--- src/design/lrul_pkg.sv ---
// Shared types and constants for the LRU/MRU replacement list.
// Used by lrul_ctrl, lrul_dpath and lru_mru_replacement_list.
package lrul_pkg;

    localparam int FRAME_W  = 10;
    localparam int COUNT_W  = 11;
    localparam int OPCODE_W = 2;

    localparam logic [OPCODE_W-1:0] OP_INSERT = 2'd0;
    localparam logic [OPCODE_W-1:0] OP_ACCESS = 2'd1;
    localparam logic [OPCODE_W-1:0] OP_REMOVE = 2'd2;

    localparam logic [1:0] ADDR_VICTIM_MODE = 2'd0;

    // controller -> datapath
    typedef struct packed {
        logic ready;      // idle, may take a word
        logic take;       // word accepted this cycle
        logic clr_step;   // clear one residency entry
        logic link_mid;   // first half of a move: bypass the frame's neighbors
        logic commit_b;   // final update of a one-step operation, load result
        logic commit_c;   // append after a bypass, load result
    } lrul_cmd_t;

    // datapath -> controller
    typedef struct packed {
        logic clr_last;   // clearing pass at its last entry
        logic mid_access; // access of a frame with neighbors on both sides
        logic out_free;   // output register can take a result
    } lrul_sts_t;

endpackage

--- src/design/lrul_ctrl.sv ---
// Sequencer for the replacement list: clearing pass, accept, update phases.
// Depends on lrul_pkg.
module lrul_ctrl (
    input  logic                aclk,
    input  logic                aresetn,
    input  logic                s_tvalid,
    input  lrul_pkg::lrul_sts_t sts,
    output lrul_pkg::lrul_cmd_t cmd
);

    typedef enum logic [1:0] {
        ST_CLEAR,
        ST_IDLE,
        ST_UPDATE,
        ST_APPEND
    } state_t;

    state_t state_reg;
    state_t state_next;

    always_comb begin
        state_next   = state_reg;
        cmd          = '0;
        unique case (state_reg)
            ST_CLEAR: begin
                cmd.clr_step = 1'b1;
                if (sts.clr_last) begin
                    state_next = ST_IDLE;
                end
            end
            ST_IDLE: begin
                cmd.ready = 1'b1;
                cmd.take  = s_tvalid;
                if (s_tvalid) begin
                    state_next = ST_UPDATE;
                end
            end
            ST_UPDATE: begin
                if (sts.mid_access) begin
                    cmd.link_mid = 1'b1;
                    state_next   = ST_APPEND;
                end else if (sts.out_free) begin
                    cmd.commit_b = 1'b1;
                    state_next   = ST_IDLE;
                end
            end
            ST_APPEND: begin
                if (sts.out_free) begin
                    cmd.commit_c = 1'b1;
                    state_next   = ST_IDLE;
                end
            end
            default: begin
                state_next = ST_IDLE;
            end
        endcase
    end

    always_ff @(posedge aclk) begin
        if (!aresetn) begin
            state_reg <= ST_CLEAR;
        end else begin
            state_reg <= state_next;
        end
    end

endmodule

--- config.mk ---
export PLATFORM = sky130hd
export DESIGN_NAME = lrul_ctrl
export DESIGN_NICKNAME = d
export VERILOG_FILES = /design/src/design/lrul_pkg.sv /design/src/design/lrul_ctrl.sv
export SDC_FILE = /design/constraint.sdc
export NUM_CORES = 1
export LEC_CHECK = 0
export BUFFER_PORTS_ARGS = -buffer_cell sky130_fd_sc_hd__buf_2
export CORE_AREA = 3 3 40 42
export CTS_CLUSTER_DIAMETER = 200
export DETAILED_ROUTE_END_ITERATION = 8
export DIE_AREA = 0 0 43 45
export PLACE_DENSITY = 0.31
export SLEW_MARGIN = 20
export SYNTH_ARGS = -nofsm -noshare
export SYNTH_HDL_FRONTEND = slang
export SYNTH_SLANG_ARGS = --single-unit
--- constraint.sdc ---
create_clock -name aclk -period 1.1 [get_ports aclk]
set_input_delay 0.055 -clock aclk [delete_from_list [all_inputs] [get_ports aclk]]
set_output_delay 0.055 -clock aclk [all_outputs]
set_load 0.05 [all_outputs]
Word-level counts from Yosys, hierarchy flattened
Index checks and enable logic that the tools add are counted.
Widths: inputs -> output; s select.

operators by class
  add/sub/neg operators = 0
  $mul = 0
  divide/modulo/power cells = 0
  magnitude comparators = 0
  equality and inequality tests = 5
  shift-type cells = 0
  mux-type cells = 12
  bitwise operators = 0
  reduce and logical (&&, ||, !) cells = 2

operators by type and width
  operator            count
  $mux 2              6
  $pmux 2 s4          1
  $mux 1              5
  $eq 2x2->1 const B  2
  $ne 2x2->1 const B  2
  $eq 2x1->1 const B  1
  $logic_not 2->1     1
  $reduce_and 2->1    1

storage, ports and cells
  register bits after elaboration = 2
  latch bits = 0
  memory bits (writable) = 0
  bits in read-only memories = 0
  bits of input ports = 6
  output and inout port bits = 6
  word-level logic and storage cells = 20
  memories kept = 0

Logic depth before layout (Yosys ltp)
  depth in word-level cells = 3
  mapped depth = 3
  gate-level depth less buffers = 3

Least setup slack after synthesis
No wires, ideal clock.

  path type = reg-to-reg
  start = register state_reg[0]
  end = register state_reg[1]
  library setup time = 58 ps
  data arrival time = 1192 ps
  data required time = 1042 ps
  setup slack = -149 ps
  stages on the path, launching flop included = 4
  path buffers = 0
  clock period less this slack = 1249 ps
  path through = dfxtp_1 > nor2b_4 > and2_4 > o21a_1

on the way
  longest elaborated chain between the ends = 3
  elaborated cells on any way between the ends = 8
  classes of those cells = 5 x eq/ne; 1 x mux; 2 x reduce/logical

ends and longest elaborated chain
  item                                                  RTL line         text
  from (decl)                                           lrul_ctrl.sv:18  state_t state_reg;
  from (signal assigned)                                lrul_ctrl.sv:63  state_reg <= state_next;
  $eq 2x1->1 / $logic_not 2->1 (equally long branches)  lrul_ctrl.sv:24  unique case (state_reg)
  $ne 2x2->1 (no source line)                           -
  $reduce_and 2->1 (no source line)                     -

Several ways; a longest one is shown, not always the timed one.
A chain may end at the register's enable or synchronous reset.

==> impl_metrics.py <==
metrics = {
    "pwr": {
        "p_per_area_nw_per_um2": 1310,
        "power_leakage_nw": 0.134,
        "peakVddDrop_mv": 0.551,
    },
    "critical_path": {
        "worst_ep_arrival_time_ns": 1.01,
        "timing.critical_path.to_type": "primary output",
        "cp_max_fo": 6,
        "path_cells": "and4bb_2, buf_6",
        "crit_path_max_incr_delay_ns": 0.35,
        "setup.worst_path.start_class": "flip-flop",
        "timing.setup.critical_path_class": "reg2out",
        "cp_data_required_time_ns": 1.04,
        "critical-path-slowest-cell": "dfxtp_4",
    },
    "detailed_routing": {
        "iteration_0_drc_markers": 0,
        "detail_route.wl_per_cell_um": 9.98,
        "drt-total-wl_um": 459,
        "detail-route-antenna-nets": 0,
        "vias": 174,
        "drc_errors": 0,
        "avgViaCountPerCell": 3.78,
        "dr.pass1.iters": 1,
    },
    "global_routing": {
        "grt_start_max_net_pins": 10,
        "global_route.overflow_total": 0,
        "number_of_antenna_violations_at_the_first_check_in_global_routing": 0,
        "grt_util_all_layers_pct": 5.57,
        "number_of_global_route_vias_before_repair": 177,
        "grt_first_pass_wirelength_um": 772,
    },
    "finish": {
        "nFillCells": 147,
        "largest_register_ffs": 2,
        "drive_gt1_share_pct": 67.7,
        "post_layout_nonfiller_instances": 46,
        "syn_to_final_growth_pct": 88.1,
        "insertedDiodeCount": 0,
        "finalCoreUtilization_pct": 21.6,
        "multi_input_comb_area_um2": 108,
        "final_net_count": 39,
        "final-seq-area_um2": 47.5,
    },
    "timing": {
        "timing_max_transition_violations_final": 0,
        "unrepaired_setup_endpoints_after_global_routing": "true",
        "final_period_minus_worst_setup_slack_ns": 1.07,
        "final_hold_viol_count": 0,
        "final.period_utilization_pct": 97.1,
        "tightestPinTransition_ns": 0.252,
        "timing.clock.skew_ns": 0.00409,
        "setup-violations-final": 0,
        "maxClockFrequency_mhz": 937,
        "timing.slew.headroom_pct": 83.3,
    },
    "yosys": {
        "combinational_family_with_the_most_area_after_synthesis": "simple AND/OR/NAND/NOR gates",
        "syn-cell-area_um2": 148,
        "syn_avg_cell_area_um2": 9.23,
        "synthXorXnorAreaFrac_pct": 0,
        "yosys_register_bits": 2,
        "yosys.area_share.adder_pct": 0,
        "net_count_synth": 22,
        "synth.yosys.seq_area_share_pct": 27.1,
        "synthDistinctLibCells": 14,
        "synth_simple_gate_area_share_pct": 55.9,
        "synth_warnings": 0,
        "synth_compound_area_share_pct": 16.9,
        "post_synth_inst_count": 16,
        "synth_mux_area_share_pct": 0,
    },
    "place": {
        "placed_cells_incl_taps": 42,
        "portBuffers": 11,
        "finalWeightedCongestion": 0.709,
    },
    "clock_tree": {
        "clock_sinks": 2,
        "level_count_of_the_clock_h_tree": 1,
        "clockBufferDepth": 2,
        "cts_tree": "built",
        "path_clk_slew_ns": 0.03,
        "tritoncts.num_buffers": 3,
        "worstSkewPairLatency_ns": 0.22,
        "cts_root_buffer": "clkbuf_4",
    },
    "floorplanning": {
        "design.portCount": 12,
        "initial_core_util_pct": 11.5,
        "fp.coreArea_um2": 1280,
        "die_footprint_um2": 1940,
        "placement_rows": 13,
        "chipWidth_um": 43,
        "die_height_um": 45,
    },
    "outcome": {
        "run_status": "complete, no violations",
    },
    "job": {
        "maxCapViolations": 0,
    },
    "hold_path": {
        "min-delay-path-class": "in2reg",
    },
}
## cell usage after synthesis (all sizes together)
| cell type | count | share of area (%) |
|---|---|---|
| nor2 | 1 | 2.5 |
| nor3 | 1 | 3.4 |
| and4bb | 1 | 8.5 |
| nand2b | 1 | 4.2 |
| dfxtp | 2 | 27 |
| and2 | 1 | 5.9 |
| nand2 | 1 | 2.5 |
| and3b | 1 | 6.8 |
| o21a | 1 | 5.1 |
| and3 | 1 | 4.2 |
| o311a | 1 | 6.8 |
| a21boi | 1 | 5.1 |
| nor2b | 3 | 18 |
## metal layers
layer	part of all wire, %	global-route usage (%)
met4	0	3.61
met5	0	0
met1	49	6.47
met3	14	4.38
met2	37	6.89
## worst paths after layout
kind	start	endpoint	slack [ns]	cells past startpoint
setup / recovery	state_reg[0]	cmd[1]	0.03	2
hold / removal	aresetn	state_reg[1]	0.05	2
setup reg to reg	state_reg[0]	state_reg[0]	0.05	3
hold reg to reg	state_reg[1]	state_reg[0]	0.59	1
## final cells by class
| type | count | share of cell area (%) |
|---|---|---|
| flip-flops and latches | 2 | 17.1 |
| well taps | 15 | 6.76 |
| repair buffers | 12 | 29.3 |
| clock buffers | 3 | 8.11 |
| multi-input cells | 14 | 38.7 |
## cells by family after synthesis
family           count (synthesis)
AO/OA/AOI/OAI                    3
flip-flops                       2
AND/OR/NAND/NOR                 11
## metrics by stage
step / power, W / hold WS, ns / setup TNS, ns / area [um2] / worst slack, ns
detailed placement: 0.000196 / 0.284 / 0 / 223 / 0.0624
floorplan: 0.000167 / 0.173 / -0.0817 / 149 / -0.0817
finish: 0.000364 / 0.0531 / 0 / 278 / 0.0322
global placement: 0.000197 / 0.280 / 0 / 223 / 0.0840
CTS: 0.000369 / 0.0477 / 0 / 267 / 0.000281
global route: 0.000388 / 0.0581 / -0.00160 / 278 / -0.00160
## power by group
part	switching [W]	total, W	internal [W]
registers	0.0000103	0.0000890	0.0000787
logic	0.0000701	0.000116	0.0000457
clock network	0.0000394	0.000160	0.000120
total	0.000120	0.000364	0.000245
## cells in the final DEF (no fill, tap or decap)
master / instances
o311a_1: 1
and3b_2: 1
nor2b_1: 2
dfxtp_4: 2
clkbuf_2: 1
nand2_1: 1
nor3_1: 1
nor2b_4: 1
and2_4: 1
and4bb_2: 1
a21boi_0: 1
and3_1: 1
buf_2: 7
nand2b_1: 1
buf_6: 1
clkbuf_4: 3
buf_4: 2
nor2_1: 1
buf_8: 1
o21a_1: 1
## critical path: cells and delay by family, from the launching register on
kind	cells	cell delay [ns]
flops	1	0.35
simple gates	1	0.29
buf+inv	1	0.16
## timing repair
item,CTS,global route
endpoints found under the setup margin,4,3
hold buffers,0,0
setup buffers,0,1
resized for setup,8,2
Power figures use the tool's default switching activity.
